--- config.mk ---
export PLATFORM = sky130hd
export DESIGN_NAME = cell_port_frame_poller_unit
export DESIGN_NICKNAME = d
export VERILOG_FILES = /design/src/design/cpfp_pkg.sv /design/src/design/cpfp_ctrl.sv /design/src/design/cpfp_dp.sv /design/src/design/cell_port_frame_poller_unit.sv
export SDC_FILE = /design/constraint.sdc
export NUM_CORES = 1
export LEC_CHECK = 0
export ABC_AREA = 0
export BUFFER_PORTS_ARGS = -buffer_cell sky130_fd_sc_hd__buf_2
export CAP_MARGIN = 0
export CORE_ASPECT_RATIO = 1.75
export CORE_UTILIZATION = 33
export DETAILED_ROUTE_END_ITERATION = 8
export HOLD_SLACK_MARGIN = 0.03
export PLACE_DENSITY_LB_ADDON = 0.3
export SLEW_MARGIN = 20
export SYNTH_ARGS = -nofsm -noshare
export SYNTH_HDL_FRONTEND = slang
export SYNTH_SLANG_ARGS = --single-unit
--- constraint.sdc ---
create_clock -name i_clk -period 10.1 [get_ports i_clk]
set_input_delay 2.02 -clock i_clk [delete_from_list [all_inputs] [get_ports i_clk]]
set_output_delay 2.02 -clock i_clk [all_outputs]
set_load 0.02 [all_outputs]
--- src/design/cpfp_pkg.sv ---
// Package for the cell port frame poller: word types, command and cause codes,
// protocol characters, register reset values and controller/datapath structs.
// Depends on nothing; every other design file refers to it by scoped names.
`default_nettype none

package cpfp_pkg;

    // Input word: one event for the poller.
    typedef struct packed {
        logic [1:0] cmd;
        logic [7:0] rx_byte;
    } t_in_word;

    // Output word: one port record.
    typedef struct packed {
        logic [4:0] port;
        logic [7:0] low_byte;
        logic [7:0] high_byte;
        logic       balancing;
        logic [1:0] cause;
        logic       scan_wrapped;
        logic       last;
    } t_out_word;

    // Event codes.
    localparam logic [1:0] CMD_RX_BYTE = 2'd0;
    localparam logic [1:0] CMD_TICK    = 2'd1;
    localparam logic [1:0] CMD_OVERRUN = 2'd2;

    // Record causes.
    localparam logic [1:0] CAUSE_FRAME   = 2'd0;
    localparam logic [1:0] CAUSE_TIMEOUT = 2'd1;
    localparam logic [1:0] CAUSE_NO_CONN = 2'd2;

    // Configuration register indexes.
    localparam int unsigned CFG_IDX_W = 1;
    localparam logic [CFG_IDX_W-1:0] REG_CONNECTED_MASK = 1'd0;
    localparam logic [CFG_IDX_W-1:0] REG_TIMEOUT_TICKS  = 1'd1;
    localparam int unsigned CFG_DATA_W = 32;

    // Frame characters.
    localparam logic [7:0] CH_START = 8'h3E;
    localparam logic [7:0] CH_ZERO  = 8'h30;
    localparam logic [7:0] CH_CR    = 8'h0D;
    localparam logic [7:0] CH_DASH  = 8'h2D;
    localparam logic [7:0] CH_BAL   = 8'h4F;
    localparam logic [7:0] CH_NUL   = 8'h00;
    localparam logic [7:0] NO_FRAME = 8'hFF;
    localparam logic [7:0] TICK_MAX = 8'hFF;

    // Register reset values.
    localparam logic [31:0] MASK_RESET    = 32'h9999_9999;
    localparam logic [7:0]  TIMEOUT_RESET = 8'd2;

    // Commands from the controller to the datapath.
    typedef struct packed {
        logic take_word;   // input word accepted this cycle
        logic scan_emit;   // emit one scan record this cycle
    } t_dp_cmd;

    // Status from the datapath to the controller.
    typedef struct packed {
        logic slot_free;   // output register can load this cycle
        logic scan_hit;    // current port needs a timeout or no-connect record
    } t_dp_stat;

endpackage

`default_nettype wire

--- src/design/cpfp_ctrl.sv ---
// Controller for the cell port frame poller: accepts a word, then scans ports
// one record per cycle unless stalled. Uses cpfp_pkg command/status structs.
`default_nettype none

module cpfp_ctrl (
    input  wire logic             i_clk,
    input  wire logic             i_rst_n,
    input  wire logic             i_in_valid,
    output logic                  o_in_ready,
    input  cpfp_pkg::t_dp_stat    i_stat,
    output cpfp_pkg::t_dp_cmd     o_cmd
);

    localparam logic ST_IDLE = 1'b0;
    localparam logic ST_SCAN = 1'b1;

    logic r_state;
    logic n_state;

    // Ready only while idle and the output register can take a frame record.
    assign o_in_ready = (r_state == ST_IDLE) && i_stat.slot_free;

    // Next state and commands.
    always_comb begin
        n_state         = r_state;
        o_cmd.take_word = 1'b0;
        o_cmd.scan_emit = 1'b0;
        case (r_state)
            ST_IDLE: begin
                if (i_in_valid && i_stat.slot_free) begin
                    o_cmd.take_word = 1'b1;
                    n_state         = ST_SCAN;
                end
            end
            ST_SCAN: begin
                if (i_stat.slot_free) begin
                    if (i_stat.scan_hit) begin
                        o_cmd.scan_emit = 1'b1;
                    end else begin
                        n_state = ST_IDLE;
                    end
                end
            end
            default: begin
                n_state = ST_IDLE;
            end
        endcase
    end

    always_ff @(posedge i_clk) begin
        if (!i_rst_n) begin
            r_state <= ST_IDLE;
        end else begin
            r_state <= n_state;
        end
    end

endmodule

`default_nettype wire

--- src/design/cpfp_dp.sv ---
// Datapath for the cell port frame poller: frame buffer, counters, config
// registers and the output word register. Uses cpfp_pkg types and constants.
`default_nettype none

module cpfp_dp #(
    parameter int unsigned NUM_PORTS = 32,
    parameter int unsigned BUF_LEN   = 8
) (
    input  wire logic                              i_clk,
    input  wire logic                              i_rst_n,
    input  cpfp_pkg::t_dp_cmd                      i_cmd,
    output cpfp_pkg::t_dp_stat                     o_stat,
    input  cpfp_pkg::t_in_word                     i_in_data,
    input  wire logic                              i_cfg_we,
    input  wire logic [cpfp_pkg::CFG_IDX_W-1:0]    i_cfg_idx,
    input  wire logic [cpfp_pkg::CFG_DATA_W-1:0]   i_cfg_data,
    output logic                                   o_out_valid,
    input  wire logic                              i_out_ready,
    output cpfp_pkg::t_out_word                    o_out_data
);

    localparam int unsigned BCW = $clog2(BUF_LEN + 1);
    localparam int unsigned BIW = $clog2(BUF_LEN);
    localparam int unsigned NW  = $clog2(NUM_PORTS + 1);

    logic [31:0]    r_mask;
    logic [7:0]     r_timeout;
    logic [4:0]     r_port,  n_port;
    logic [BCW-1:0] r_bc,    n_bc;
    logic [7:0]     r_tick,  n_tick;
    logic [NW-1:0]  r_cnt,   n_cnt;
    logic [7:0]     r_buf [BUF_LEN];
    logic [7:0]     n_buf [BUF_LEN];
    logic           r_out_valid, n_out_valid;
    cpfp_pkg::t_out_word r_out, n_out;

    logic           slot_free;
    logic [BCW-1:0] bc_prev;
    logic [5:0]     port_inc;
    logic [4:0]     next_port;
    logic           wrap;
    logic           timed_out;
    logic           frame_done;
    logic           more_after;

    assign slot_free = !r_out_valid || i_out_ready;

    // Port advance with wrap at the last port.
    assign port_inc  = {1'b0, r_port} + 6'd1;
    assign wrap      = (port_inc >= 6'(NUM_PORTS));
    assign next_port = wrap ? 5'd0 : port_inc[4:0];

    assign timed_out = (r_tick > r_timeout);
    assign bc_prev   = r_bc - BCW'(1);

    // A NUL after a stored CR completes the frame when slot 2 holds a dash.
    assign frame_done = (i_in_data.cmd == cpfp_pkg::CMD_RX_BYTE)
                     && (i_in_data.rx_byte != cpfp_pkg::CH_START)
                     && (r_bc != '0)
                     && (i_in_data.rx_byte == cpfp_pkg::CH_NUL)
                     && (r_buf[bc_prev[BIW-1:0]] == cpfp_pkg::CH_CR)
                     && (r_buf[2] == cpfp_pkg::CH_DASH);

    // After any record the tick count is zero, so another record follows only
    // when the next port is unconnected and the record cap is not reached.
    always_comb begin
        logic [NW-1:0] cnt_base;
        cnt_base   = i_cmd.take_word ? '0 : r_cnt;
        more_after = ((cnt_base + NW'(1)) < NW'(NUM_PORTS)) && !r_mask[next_port];
    end

    assign o_stat.slot_free = slot_free;
    assign o_stat.scan_hit  = (r_cnt < NW'(NUM_PORTS)) && (timed_out || !r_mask[r_port]);

    // Next state of the poller.
    always_comb begin
        n_port      = r_port;
        n_bc        = r_bc;
        n_tick      = r_tick;
        n_cnt       = r_cnt;
        n_buf       = r_buf;
        n_out       = r_out;
        n_out_valid = r_out_valid && !i_out_ready;

        if (i_cmd.take_word) begin
            n_cnt = '0;
            case (i_in_data.cmd)
                cpfp_pkg::CMD_OVERRUN: begin
                    n_bc = '0;
                end
                cpfp_pkg::CMD_TICK: begin
                    if (r_tick != cpfp_pkg::TICK_MAX) begin
                        n_tick = r_tick + 8'd1;
                    end
                end
                cpfp_pkg::CMD_RX_BYTE: begin
                    n_tick = '0;
                    if (i_in_data.rx_byte == cpfp_pkg::CH_START) begin
                        n_buf[0] = cpfp_pkg::CH_ZERO;
                        n_bc     = BCW'(1);
                    end else if (frame_done) begin
                        n_out.port         = r_port;
                        n_out.low_byte     = r_buf[3];
                        n_out.high_byte    = r_buf[4];
                        n_out.balancing    = (r_buf[1] == cpfp_pkg::CH_BAL);
                        n_out.cause        = cpfp_pkg::CAUSE_FRAME;
                        n_out.scan_wrapped = wrap;
                        n_out.last         = !more_after;
                        n_out_valid        = 1'b1;
                        n_cnt              = NW'(1);
                        n_port             = next_port;
                        n_bc               = '0;
                        for (int i = 0; i < BUF_LEN; i++) begin
                            n_buf[i] = '0;
                        end
                    end else if (r_bc != '0 && r_bc < BCW'(BUF_LEN)) begin
                        n_buf[r_bc[BIW-1:0]] = i_in_data.rx_byte;
                        n_bc                 = r_bc + BCW'(1);
                    end
                end
                default: begin
                end
            endcase
        end else if (i_cmd.scan_emit) begin
            n_out.port         = r_port;
            n_out.low_byte     = cpfp_pkg::NO_FRAME;
            n_out.high_byte    = cpfp_pkg::NO_FRAME;
            n_out.balancing    = 1'b0;
            n_out.cause        = timed_out ? cpfp_pkg::CAUSE_TIMEOUT
                                           : cpfp_pkg::CAUSE_NO_CONN;
            n_out.scan_wrapped = wrap;
            n_out.last         = !more_after;
            n_out_valid        = 1'b1;
            n_cnt              = r_cnt + NW'(1);
            n_port             = next_port;
            n_bc               = '0;
            n_tick             = '0;
        end
    end

    // Control and buffer registers.
    always_ff @(posedge i_clk) begin
        if (!i_rst_n) begin
            r_mask      <= cpfp_pkg::MASK_RESET;
            r_timeout   <= cpfp_pkg::TIMEOUT_RESET;
            r_port      <= '0;
            r_bc        <= '0;
            r_tick      <= '0;
            r_cnt       <= '0;
            r_out_valid <= 1'b0;
            for (int i = 0; i < BUF_LEN; i++) begin
                r_buf[i] <= '0;
            end
        end else begin
            if (i_cfg_we && i_cfg_idx == cpfp_pkg::REG_CONNECTED_MASK) begin
                r_mask <= i_cfg_data;
            end
            if (i_cfg_we && i_cfg_idx == cpfp_pkg::REG_TIMEOUT_TICKS) begin
                r_timeout <= i_cfg_data[7:0];
            end
            r_port      <= n_port;
            r_bc        <= n_bc;
            r_tick      <= n_tick;
            r_cnt       <= n_cnt;
            r_out_valid <= n_out_valid;
            r_buf       <= n_buf;
        end
    end

    // Output word payload.
    always_ff @(posedge i_clk) begin
        r_out <= n_out;
    end

    assign o_out_valid = r_out_valid;
    assign o_out_data  = r_out;

endmodule

`default_nettype wire

--- src/design/cell_port_frame_poller_unit.sv ---
// Top level of the cell port frame poller: controller plus datapath.
// Depends on cpfp_pkg, cpfp_ctrl and cpfp_dp.
//
//   channel   signals                              direction  word type
//   in        i_in_valid / o_in_ready / i_in_data  input      t_in_word
//   out       o_out_valid / i_out_ready / o_out_data output   t_out_word
//   config    i_cfg_we / i_cfg_idx / i_cfg_data    input      write only
//
// A word is taken in an accept step, which loads a frame record if the word
// completes a frame; then the port scan emits one record per cycle while the
// output can load, and ends with a closing scan step. Synchronous active-low
// reset clears port, counters, buffer and output valid and presets registers.
// A stalled output holds the scan; no new word is taken until the scan ends.
`default_nettype none

module cell_port_frame_poller_unit #(
    parameter int unsigned NUM_PORTS = 32,
    parameter int unsigned BUF_LEN   = 8
) (
    input  wire logic                              i_clk,
    input  wire logic                              i_rst_n,
    input  wire logic                              i_in_valid,
    output logic                                   o_in_ready,
    input  cpfp_pkg::t_in_word                     i_in_data,
    output logic                                   o_out_valid,
    input  wire logic                              i_out_ready,
    output cpfp_pkg::t_out_word                    o_out_data,
    input  wire logic                              i_cfg_we,
    input  wire logic [cpfp_pkg::CFG_IDX_W-1:0]    i_cfg_idx,
    input  wire logic [cpfp_pkg::CFG_DATA_W-1:0]   i_cfg_data
);

    cpfp_pkg::t_dp_cmd  dp_cmd;
    cpfp_pkg::t_dp_stat dp_stat;

    // Sequencer for accept and scan steps.
    cpfp_ctrl u_ctrl (
        .i_clk      (i_clk),
        .i_rst_n    (i_rst_n),
        .i_in_valid (i_in_valid),
        .o_in_ready (o_in_ready),
        .i_stat     (dp_stat),
        .o_cmd      (dp_cmd)
    );

    // Frame buffer, scan state and output register.
    cpfp_dp #(
        .NUM_PORTS (NUM_PORTS),
        .BUF_LEN   (BUF_LEN)
    ) u_dp (
        .i_clk       (i_clk),
        .i_rst_n     (i_rst_n),
        .i_cmd       (dp_cmd),
        .o_stat      (dp_stat),
        .i_in_data   (i_in_data),
        .i_cfg_we    (i_cfg_we),
        .i_cfg_idx   (i_cfg_idx),
        .i_cfg_data  (i_cfg_data),
        .o_out_valid (o_out_valid),
        .i_out_ready (i_out_ready),
        .o_out_data  (o_out_data)
    );

endmodule

`default_nettype wire
# ---- Word-level counts from Yosys, hierarchy flattened
# Index checks and enable logic that the tools add are counted.
dict set report classes {
  addsub 6
  n_lt_le_gt_ge 10
  eq_ne 15
  muxes 53
  bitwise_logic 5
  reduce_logical 32
}
# operator n
set ops {}
lappend ops {{$mux 26} 5}
lappend ops {{$mux 64} 2}
lappend ops {{$bwmux 64} 1}
lappend ops {{$mux 8} 7}
lappend ops {{$mux 5} 6}
lappend ops {{$mux 6} 5}
lappend ops {{$bmux 8 s3} 1}
lappend ops {{$demux 8 s3} 1}
lappend ops {{$mux 4} 5}
lappend ops {{$eq 8x6->1 const B} 2}
lappend ops {{$pmux 8 s2} 1}
lappend ops {{$logic_and 1x1->1} 14}
lappend ops {{$mux 1} 14}
lappend ops {{$add 6x1->6 const B} 2}
lappend ops {{$lt 5x6->1 const B} 2}
lappend ops {{$lt 6x6->1 const B} 2}
lappend ops {{$bmux 1 s5} 2}
lappend ops {{$ne 3x3->1 const B} 3}
lappend ops {{$reduce_and 3->1} 3}
lappend ops {{$add 8x1->8 const B} 1}
lappend ops {{$eq 8x4->1 const B} 1}
lappend ops {{$eq 8x7->1 const B} 1}
lappend ops {{$ge 4x4->1 const B} 2}
lappend ops {{$gt 8x8->1} 1}
lappend ops {{25 further kinds} 37}
dict set report totals {
  regBits 155
  inputBits 48
  out_inout_bits 28
  elab_cells 144
}

# ---- Depth between registers and ports, before layout
# Gate-level depths: netlist of the first run.
dict set report logic_depth {
  word_depth 14
  mapped_depth 13
  depth_no_buf 9
}

# ---- Hierarchy
# From an unflattened synthesis of the first run, not the netlist that was laid out.
dict set report hier_totals {
  hier_cells 735
  area_unflattened_um2 7060.5
}
# mod instances cells_per_inst area_per_inst_um2 seq_area_each_um2
set modules_own_cells {}
lappend modules_own_cells {cpfp_dp 1 728 6989.2 3343.2}
lappend modules_own_cells {cpfp_ctrl 1 7 71.3 20.0}

# ---- Worst setup path before layout of the first run
# No wires, ideal clock.
dict set report synth_path {
  kind {input port to output port}
  from {input port i_out_ready}
  to {output port o_in_ready}
  arrival_time_ns 2.709
  required_time_ns 8.080
  slack_ns 5.371
  path_stages 4
  path_buffers 2
  cell_sequence {nor2b_1 -> clkbuf_1 -> clkbuf_1 -> nor2_1}
}
dict set report synth_between {
  elab_chain_cells 2
}
# element line
set synth_lines {}
lappend synth_lines {{start, declared} cell_port_frame_poller_unit.sv:26} ;# input wire logic i_out_ready,
lappend synth_lines {{$logic_or 1x1->1} cpfp_dp.sv:46} ;# assign slot_free = !r_out_valid || i_out_ready;
lappend synth_lines {{$logic_and 1x1->1} cpfp_ctrl.sv:21} ;# assign o_in_ready = (r_state == ST_IDLE) && i_stat.slot_free;
lappend synth_lines {{end, declared} cell_port_frame_poller_unit.sv:23} ;# output logic o_in_ready,
# No other way between the ends.

# ---- Final worst setup path of the first run
# Ends and elaborated chain as after synthesis.

==> results of run 1 <==
## routing by layer
layer / global-route usage [%] / routed length (µm) / up-vias
met4: 6.871 / 479 / 0
met1: 18.48 / 7364 / 2864
met2: 34.73 / 10810 / 126
li1: - / - / 2964
met5: 0 / 0 / -
met3: 3.283 / 647 / 31
## through the flow
| step | area, µm² | utilization, % |
|---|---|---|
| after floorplan | 7194 | - |
| final | 8330 | 38.91 |
| after global routing | 8330 | 38.91 |
| after CTS | 8315 | 38.84 |
| after global placement | 7766 | 36.27 |
| after detailed placement | 7777 | 36.33 |
## power groups by stage
stage	clock, mW	combinational (mW)	sequential [mW]
floorplan	0	0.0800	0.676
global placement	0	0.128	0.673
detailed placement	0	0.129	0.674
CTS	0.602	0.130	0.660
global route	0.631	0.142	0.662
finish	0.592	0.128	0.660
## cell type report
| type | instances | area (µm²) | share of cell area (%) |
|---|---|---|---|
| sequential | 155 | 3363 | 40.37 |
| timing repair buffer | 79 | 409.1 | 4.911 |
| tap | 292 | 365.4 | 4.386 |
| inverter | 19 | 71.32 | 0.8561 |
| clock buffer | 18 | 429.2 | 5.152 |
| clock inverter | 14 | 108.9 | 1.307 |
| multi-input combinational | 547 | 3583 | 43.02 |
## cell usage after synthesis (3+ instances only)
master / count / area, µm²
a211oi_1: 5 / 37.54
a21oi_1: 47 / 235.2
a22o_1: 19 / 166.4
a22oi_1: 4 / 30.03
a311oi_1: 3 / 26.28
a31oi_1: 5 / 31.28
a32o_1: 18 / 180.2
a41oi_1: 3 / 26.28
and2_1: 6 / 37.54
and3_1: 8 / 50.05
buf_1: 4 / 15.01
buf_2: 5 / 25.02
clkbuf_1: 33 / 123.9
dfxtp_1: 129 / 2582
edfxtp_1: 26 / 780.8
ha_1: 13 / 162.7
inv_1: 18 / 67.56
mux2_2: 7 / 78.83
mux2i_1: 18 / 180.2
mux4_1: 5 / 131.4
mux4_2: 3 / 67.56
nand2_1: 125 / 469.2
nand2b_1: 6 / 37.54
nand3_1: 44 / 220.2
nand4_1: 16 / 100.1
nor2_1: 42 / 157.7
nor2_4: 3 / 33.78
nor2b_1: 8 / 50.05
nor3_1: 17 / 85.08
nor4_1: 3 / 18.77
nor4b_1: 4 / 35.03
o211a_1: 4 / 40.04
o211ai_1: 4 / 30.03
o21a_1: 3 / 22.52
o21ai_0: 15 / 75.07
o21ai_1: 3 / 15.01
o2bb2ai_1: 27 / 236.5
or3_1: 16 / 100.1
or4_4: 3 / 33.78
## flip-flops by register name, indices dropped and copies added, names as in the netlist
register and cells:
u_dp.r_timeout 8, u_dp.r_bc 4, u_dp.o_out_valid 1, u_dp.o_out_data 26, u_dp.r_port 5, u_dp.r_cnt 6, u_dp.r_tick 8, u_dp.r_mask 32
u_dp.r_buf 64, u_ctrl.r_state 1
## worst min-delay path by stage
stage | slack [ps] | cells after the start | end
final | 450 | 2 | u_dp.r_timeout[7]
after floorplan | 410 | 0 | u_dp.o_out_data[24]
after global placement | 440 | 2 | u_dp.r_timeout[4]
after global routing | 480 | 2 | u_dp.r_timeout[2]
after detailed placement | 450 | 2 | u_dp.r_timeout[4]
after CTS | 460 | 2 | u_dp.r_timeout[4]
## worst register-to-register path: stages (launching register included)
cell and delay (ps):
dfxtp_1 640, inv_1 200, ha_1 740, mux2_2 400, a2111o_1 360, a221oi_2 390
o211ai_1 340, inv_1 190, nor2_1 100, inv_1 790
## cells by family (layout without fill, tap and decap cells)
| logic type | count (synthesis) | after routing | share of synthesized area [%] |
|---|---|---|---|
| and+or+nand+nor | 313 | 313 | 21.30 |
| adders and majority gates | 13 | 13 | 2.261 |
| AOI/OAI and AO/OA | 184 | 184 | 19.15 |
| muxes | 33 | 33 | 6.365 |
| buffers and inverters | 64 | 130 | 3.687 |
| xor gates and xnor gates | 4 | 4 | 0.4870 |
| DFF | 155 | 155 | 46.75 |
==> results.json, run 1 <==
{
  "grt_pass1_vias": 5961,
  "clock-skew-final_ps": 14.02,
  "slowest_delay_ps": 540,
  "hold_path_class": "register to register",
  "vdd_ir_drop_max_mv": 0.07074,
  "cap_violations": 0,
  "critPathCapture": "o_in_ready",
  "status": "complete, no violations",
  "clk_latency_ps": 430,
  "initial_core_util_pct": 33.60,
  "fin_crit_sh_pct": 50.08,
  "drive_gt1_share_pct": 16.47,
  "min_from": "u_dp.r_timeout[7]",
  "diodes": 0,
  "path_cells": "buf_2 > nor2b_2 > nor2_1 > buf_2",
  "holdWs_ps": 452.9,
  "ys_seq_elements": 155,
  "rsz0062_at_grt": "no",
  "final_common_cell": "dfxtp_1",
  "leakage_nw": 3.079,
  "drt_wl_total_um": 19300,
  "drtPass1Iterations": 6,
  "cp.depth": 4,
  "fillerInstances": 2209,
  "fp.dieArea_um2": 22420,
  "yosys_warnings": 0,
  "grt_overflow": 0,
  "hold_violations": 0,
  "swShare_pct": 26.73,
  "viasPerCell": 5.325,
  "r2r_cells": 9,
  "clockBufferDepth": 2,
  "die_w_um": 113.6,
  "p_switching_uw": 368.9,
  "netlist_area_um2": 7194,
  "total_power_mw": 1.380,
  "rows": 71,
  "cts_tree": "done",
  "core_area_um2": 21410,
  "worstPathRequired_ps": 8080,
  "netlist_instances": 766,
  "p_comb_share_pct": 9.3,
  "power_density_nw_per_um2": 165.7,
  "cts_setup_buffers": 0,
  "worstReg2RegEnd": "u_dp.o_out_data[18]",
  "synthArstFlopShare_pct": 0,
  "setup_viol": 0,
  "ys_seq_area_share_pct": 46.75,
  "ant_nets": 0,
  "path_clk_slew_ps": 60,
  "track_usage_pct": 17.87,
  "slowest_stage": "nor2b_2",
  "area_growth_pct": 15.79,
  "r2r_setup_slack_ps": 5570,
  "setup_tns_ps": 0,
  "tightest_slew_ps": 1035,
  "grt_first_pass_wirelength_um": 30990,
  "port-buffer-count": 75,
  "clkPwrFrac_pct": 42.9,
  "pin_count": 76,
  "htreeDepth": 4,
  "antenna_found_initial": 0,
  "final_cell_mix": "129 x dfxtp_1, 125 x nand2_1, 75 x buf_2, 47 x a21oi_1, 44 x nand3_1",
  "synth_fp_nets": 827,
  "place_congestion": 0.8757,
  "die_y_um": 197.3,
  "slew_viol_final": 0,
  "drt_iter0_markers": 262,
  "crit_path_end_kind": "primary output",
  "final_cells": 1124,
  "vias": 5985,
  "critPathBufInv": 2,
  "critPathLaunch": "i_out_ready",
  "critPathTopFamily": "simple AND/OR/NAND/NOR gates",
  "post-route-drc-count": 0,
  "dp_hpwl_um": 13940,
  "cts.sinks": 155,
  "pwr-share-seq_pct": 47.8,
  "synth_edf_count": 26,
  "cts_buffers": 17,
  "grt_max_degree": 70,
  "setup_ws_ps": 5042,
  "final_nets": 880,
  "dp_worst_setup_slack_ps": 4576,
  "avgSynthCellArea_um2": 9.392,
  "relSlewSlack_pct": 30.94,
  "cp_max_fo": 19,
  "cts_hold_buffers": 0,
  "fin_crit_ps": 5058,
  "p_int_mw": 1.011,
  "arrival_ps": 3040,
  "ys_types": 68,
  "wl_per_cell_um": 17.17,
  "cts-resized-gates": 0,
  "setup.worst_path.start_class": "input port",
  "cts_root_buffer": "clkbuf_16",
  "rr_startpoint": "u_dp.r_bc[1]",
  "path_class": "input port to primary output",
  "dp_cells": 1092,
  "synthFlopType": "dfxtp_1",
  "fmax_ghz": 0.1977,
  "crit_top_cell": "buf_2"
}
Power figures use the tool's default switching activity.
==> run 2: changes to the inputs <==
Clock period 10.1 ns to 4.6 ns, I/O delays scaled along.
==> results.json, run 2 (synthesis results as in run 1) <==
{
  "multi_input_area_um2": 3578,
  "die_y_um": 197.3,
  "path_clk_slew_ps": 70,
  "clk_latency_ps": 440,
  "viasPerCell": 5.362,
  "power_density_nw_per_um2": 371.5,
  "track_usage_pct": 18.14,
  "path_cells": "inv_1 > ha_1 > mux2_2 > a2111o_1 > a221oi_2 > o21ai_1 > and3_1 > and3_1 > a22o_1",
  "path_class": "register to register",
  "antenna_found_initial": 1,
  "core_area_um2": 21410,
  "critPathBufInv": 1,
  "hold_path_class": "register to register",
  "largest_register_ffs": 64,
  "drt_iter0_markers": 278,
  "crit_top_cell": "and3_1",
  "grt_max_degree": 57,
  "swShare_pct": 26.48,
  "vias": 6048,
  "cts_buffers": 17,
  "worstPathRequired_ps": 4930,
  "rr_startpoint": "u_dp.r_bc[1]",
  "fillerInstances": 2177,
  "min_from": "u_dp.r_timeout[7]",
  "fin_util_pct": 39.20,
  "cts_root_buffer": "clkbuf_16",
  "holdPathStages": 2,
  "vdd_ir_drop_max_mv": 0.1912,
  "clock-skew-final_ps": 11.17,
  "final_nets": 884,
  "cts_tree": "done",
  "diodes": 0,
  "critPathTopFamily": "compound AO/OA/AOI/OAI gates",
  "slowest_delay_ps": 680,
  "place_congestion": 0.9124,
  "crit_path_end_kind": "register",
  "grt_first_pass_wirelength_um": 31130,
  "rows": 71,
  "port-buffer-count": 75,
  "setup.worst_path.start_class": "register",
  "fp.dieArea_um2": 22420,
  "fmax_ghz": 0.2470,
  "pwr-share-seq_pct": 46.3,
  "final_cell_mix": "129 x dfxtp_1, 125 x nand2_1, 75 x buf_2, 47 x a21oi_1, 44 x nand3_1",
  "cts_setup_buffers": 0,
  "final_common_cell": "dfxtp_1",
  "rsz0062_at_grt": "no",
  "fin_crit_sh_pct": 88.00,
  "initial_core_util_pct": 33.60,
  "setup_viol": 0,
  "cts-resized-gates": 0,
  "slowest_stage": "ha_1",
  "cts_hold_buffers": 0,
  "ant_nets": 0,
  "fin_crit_ps": 4048,
  "drtPass1Iterations": 5,
  "seq_area_um2": 3363,
  "r2r_setup_slack_ps": 550,
  "grt_pass1_vias": 5989,
  "total_power_mw": 3.118,
  "arrival_ps": 4380,
  "drive_gt1_share_pct": 16.99,
  "tightest_slew_ps": 786.0,
  "worstReg2RegEnd": "u_dp.r_buf[58]",
  "grt_overflow": 0,
  "cap_violations": 0,
  "htreeDepth": 4,
  "leakage_nw": 3.111,
  "r2r_cells": 9,
  "die_w_um": 113.6,
  "drt_wl_total_um": 19600,
  "clockBufferDepth": 2,
  "hold_violations": 0,
  "largest_register": "u_dp.r_buf",
  "pin_count": 76,
  "p_switching_uw": 825.5,
  "cts.sinks": 155,
  "setup_tns_ps": 0,
  "area_growth_pct": 16.64,
  "dp_hpwl_um": 14240,
  "p_int_mw": 2.292,
  "p_comb_share_pct": 9.2,
  "status": "complete, no violations",
  "clkPwrFrac_pct": 44.5,
  "slew_viol_final": 0,
  "relSlewSlack_pct": 47.25,
  "post-route-drc-count": 0,
  "wl_per_cell_um": 17.38,
  "whs_endpoint": "u_dp.r_timeout[7]",
  "cp_max_fo": 15
}
run 2: changes by cell type in the layout (fill, tap and decap cells not counted), moves of 2 or more:
| cell | change |
|---|---|
| clkinv_4 | +3 |
| buf_4 | +5 |
| inv_4 | -2 |
| inv_6 | -2 |
run 2: metrics by stage:
step	area, µm²	std cells	worst slack (ps)	hold WS (ps)
3_3_place_gp	7804	1096	751.7	442.3
6_report	8392	1128	551.8	455.1
3_5_place_dp	7804	1096	587.2	440.9
2_1_floorplan	7194	766	1132	406.4
5_1_grt	8392	1128	320.0	474.5
4_1_cts	8382	1128	575.7	458.7
run 2: tightest hold or removal path, stage by stage (launching register included):
cell and delay [ps]:
dfxtp_1 310, nand2_1 50, a21oi_1 50
run 2: worst max path at each step:
stage,end,start,depth (start not counted),slack (ps)
final,u_dp.r_buf[58],u_dp.r_bc[1],9,550
after global routing,u_dp.r_buf[57],u_dp.r_bc[1],9,320
after CTS,u_dp.r_buf[58],u_dp.r_bc[1],9,580
after detailed placement,u_dp.r_buf[58],u_dp.r_bc[1],9,590
after global placement,u_dp.r_bc[1],u_dp.r_bc[1],9,750
after floorplan,u_dp.o_out_data[0],u_dp.r_bc[1],10,1130
run 2: power by group through the flow:
stage	combinational, mW	clock (mW)	sequential (mW)
global route	0.317	1.46	1.45
CTS	0.290	1.40	1.45
floorplan	0.176	0	1.49
global placement	0.286	0	1.48
finish	0.287	1.39	1.45
detailed placement	0.289	0	1.48
run 2: metal layers:
layer / global-route usage, % / vias up / routed length [µm]
met3: 3.498 / 49 / 732
li1: - / 2969 / -
met4: 9.064 / 2 / 631
met5: 0 / - / 13
met2: 34.69 / 165 / 10810
met1: 18.32 / 2863 / 7421
run 2: final cells by class:
type | instances | share of cell area [%]
Clock inverter | 14 | 1.655
Tap cell | 292 | 4.354
Inverter | 19 | 0.8499
Clock buffer | 18 | 5.233
Timing Repair Buffer | 83 | 5.189
Sequential cell | 155 | 40.08
Multi-Input combinational cell | 547 | 42.64
==> run 3: changes to the inputs <==
Settings changed: ABC_AREA 0 to 1.
==> results.json, run 3 <==
{
  "post-route-drc-count": 0,
  "grt_max_degree": 58,
  "synth_common_cells": "279 x nand2_1, 129 x dfxtp_1, 96 x nand3_1",
  "path_cells": "clkinv_1 > ha_1 > inv_2 > a21oi_1 > o21ai_1 > nand2_1 > nand2_1 > nor2_2 > nand2_2 > nand2_4 > nand3_1 > nand2_1 > buf_4",
  "power_density_nw_per_um2": 437.4,
  "slowest_delay_ps": 530,
  "arrival_ps": 3290,
  "avgSynthCellArea_um2": 7.758,
  "setup_viol": 0,
  "place_congestion": 0.8602,
  "fp.dieArea_um2": 25200,
  "track_usage_pct": 18.29,
  "yosys.area_share.adder_pct": 2.008,
  "fin_crit_sh_pct": 68.71,
  "synth_top_family_by_area": "simple AND/OR/NAND/NOR gates",
  "hold_violations": 0,
  "grt_pass1_vias": 6782,
  "worstPathRequired_ps": 4730,
  "vias": 6888,
  "htreeDepth": 4,
  "drt_wl_total_um": 21600,
  "ys_types": 45,
  "synth_edf_count": 26,
  "final_cell_mix": "279 x nand2_1, 129 x dfxtp_1, 96 x nand3_1, 87 x nor2_1, 75 x buf_2",
  "netlist_area_um2": 8099,
  "synthArstFlopShare_pct": 0,
  "rsz0062_at_grt": "no",
  "yosysTopAreaCell": "dfxtp_1",
  "grt_overflow": 0,
  "synth_top_area_share_pct": 31.89,
  "vdd_ir_drop_max_mv": 0.2615,
  "final_nets": 1166,
  "setup_ws_ps": 1439,
  "postPlaceCellArea_um2": 8702,
  "slowest_stage": "ha_1",
  "cts_hold_buffers": 0,
  "yosys-top-cells-area": "dfxtp_1 32%, nand2_1 13%, edfxtp_1 9.6%",
  "path_class": "register to register",
  "hold_path_class": "register to register",
  "fmax_ghz": 0.3164,
  "synth-compound-area-share_pct": 11.91,
  "ys_seq_area_share_pct": 41.53,
  "drtPass1Iterations": 5,
  "crit_top_cell": "nand2_1",
  "drive_gt1_share_pct": 26.21,
  "synth_fp_nets": 1105,
  "cts_tree": "done",
  "cts.sinks": 155,
  "setup.worst_path.start_class": "register",
  "path_clk_slew_ps": 70,
  "yosys.cell_count.top_type": "nand2_1",
  "ant_nets": 0,
  "synth-simple-area-share_pct": 36.72,
  "diodes": 0,
  "dp_worst_setup_slack_ps": 1389,
  "setup_tns_ps": 0,
  "relSlewSlack_pct": 35.48,
  "clock-skew-final_ps": 12.26,
  "die_y_um": 209.2,
  "grt_first_pass_wirelength_um": 35220,
  "synth_xor_area_share_pct": 1.081,
  "wl_per_cell_um": 15.15,
  "leakage_nw": 3.690,
  "pin_count": 76,
  "area_growth_pct": 14.85,
  "cap_violations": 0,
  "critPathTopFamily": "simple AND/OR/NAND/NOR gates",
  "slew_viol_final": 0,
  "drt_iter0_markers": 388,
  "tightest_slew_ps": 966.7,
  "cp_max_fo": 19,
  "die_w_um": 120.4,
  "dp_hpwl_um": 15880,
  "fin_area_um2": 9301,
  "cts-resized-gates": 0,
  "netlist_instances": 1044,
  "initial_core_util_pct": 33.71,
  "viasPerCell": 4.830,
  "synthFlopType": "dfxtp_1",
  "core_area_um2": 24020,
  "yosys_warnings": 0,
  "cts_root_buffer": "clkbuf_16",
  "cts_buffers": 17,
  "muxShareOfSynthArea_pct": 0,
  "largest_register_ffs": 64,
  "clockBufferDepth": 2,
  "status": "complete, no violations",
  "final_common_cell": "nand2_1",
  "crit_path_end_kind": "register",
  "rows": 75,
  "critPathBufInv": 3,
  "clk_latency_ps": 440,
  "port-buffer-count": 75,
  "cts_setup_buffers": 0,
  "ys_seq_elements": 155,
  "largest_register": "u_dp.r_buf",
  "fillerInstances": 2594,
  "fin_crit_ps": 3161,
  "antenna_found_initial": 0
}
-- run 3: changes by cell type after synthesis, sizes merged, moves of 20 or more --
cell / previous run / this run
o2bb2ai: 27 / 0
o21ai: 18 / 38
nand3: 44 / 101
inv: 19 / 81
a21oi: 47 / 96
nand2: 125 / 351
nor2: 45 / 100
-- run 3: report_power, final --
part | total, mW | switching, mW | internal [mW]
Combinational | 1.03 | 0.716 | 0.310
Clock | 1.45 | 0.591 | 0.857
Sequential | 1.59 | 0.0894 | 1.51
-- run 3: cell type report --
type	count	area [µm²]	share of cell area (%)
Clock inverter	13	166.4	1.789
Inverter	82	329.1	3.538
Sequential cell	155	3363	36.16
Clock buffer	19	432.9	4.654
Timing Repair Buffer	81	432.9	4.654
Tap cell	308	385.4	4.143
Multi-Input combinational cell	768	4192	45.06
-- run 3: logic make-up after synthesis --
group,count (synthesis)
XOR/XNOR,10
AO/OA/AOI/OAI,142
AND/OR/NAND/NOR,603
buffers and inverters,121
flip-flops,155
adder cells (fa/ha/maj),13
-- run 3: worst paths after layout --
path / start / end / slack, ps / cells after the start
max: u_dp.r_bc[1] / u_dp.o_out_data[20] / 1440 / 13
min: u_dp.r_timeout[4] / u_dp.r_timeout[4] / 460 / 2
max reg2reg: u_dp.r_bc[1] / u_dp.o_out_data[20] / 1440 / 13
min reg2reg: u_dp.r_timeout[4] / u_dp.r_timeout[4] / 460 / 2
-- run 3: worst register-to-register path, stage by stage, from the launching register on --
cell	delay [ps]
dfxtp_1	460
clkinv_1	250
ha_1	530
inv_2	150
a21oi_1	130
o21ai_1	70
nand2_1	60
nand2_1	60
nor2_2	90
nand2_2	70
nand2_4	70
nand3_1	100
nand2_1	450
buf_4	360
-- run 3: layer usage --
layer  global-route usage [%]  share of wire (%)  up-vias
met4                    10.77                5.2        0
met3                    3.903                3.0       56
met5                        0                  0        -
li1                         -                  -     3517
met2                    33.51                 54      145
met1                    18.73                 38     3170
-- run 3: stage by stage --
| step | cells | power (mW) | util, % | hold slack, ps |
|---|---|---|---|---|
| 2_1_floorplan | 1044 | 2.397 | - | 402.9 |
| 3_5_place_dp | 1394 | 2.659 | 36.22 | 454.6 |
| 4_1_cts | 1426 | 4.114 | 38.72 | 464.7 |
| 3_3_place_gp | 1394 | 2.650 | 36.22 | 450.6 |
| 6_report | 1426 | 4.069 | 38.72 | 460.6 |
| 5_1_grt | 1426 | 4.312 | 38.72 | 471.9 |
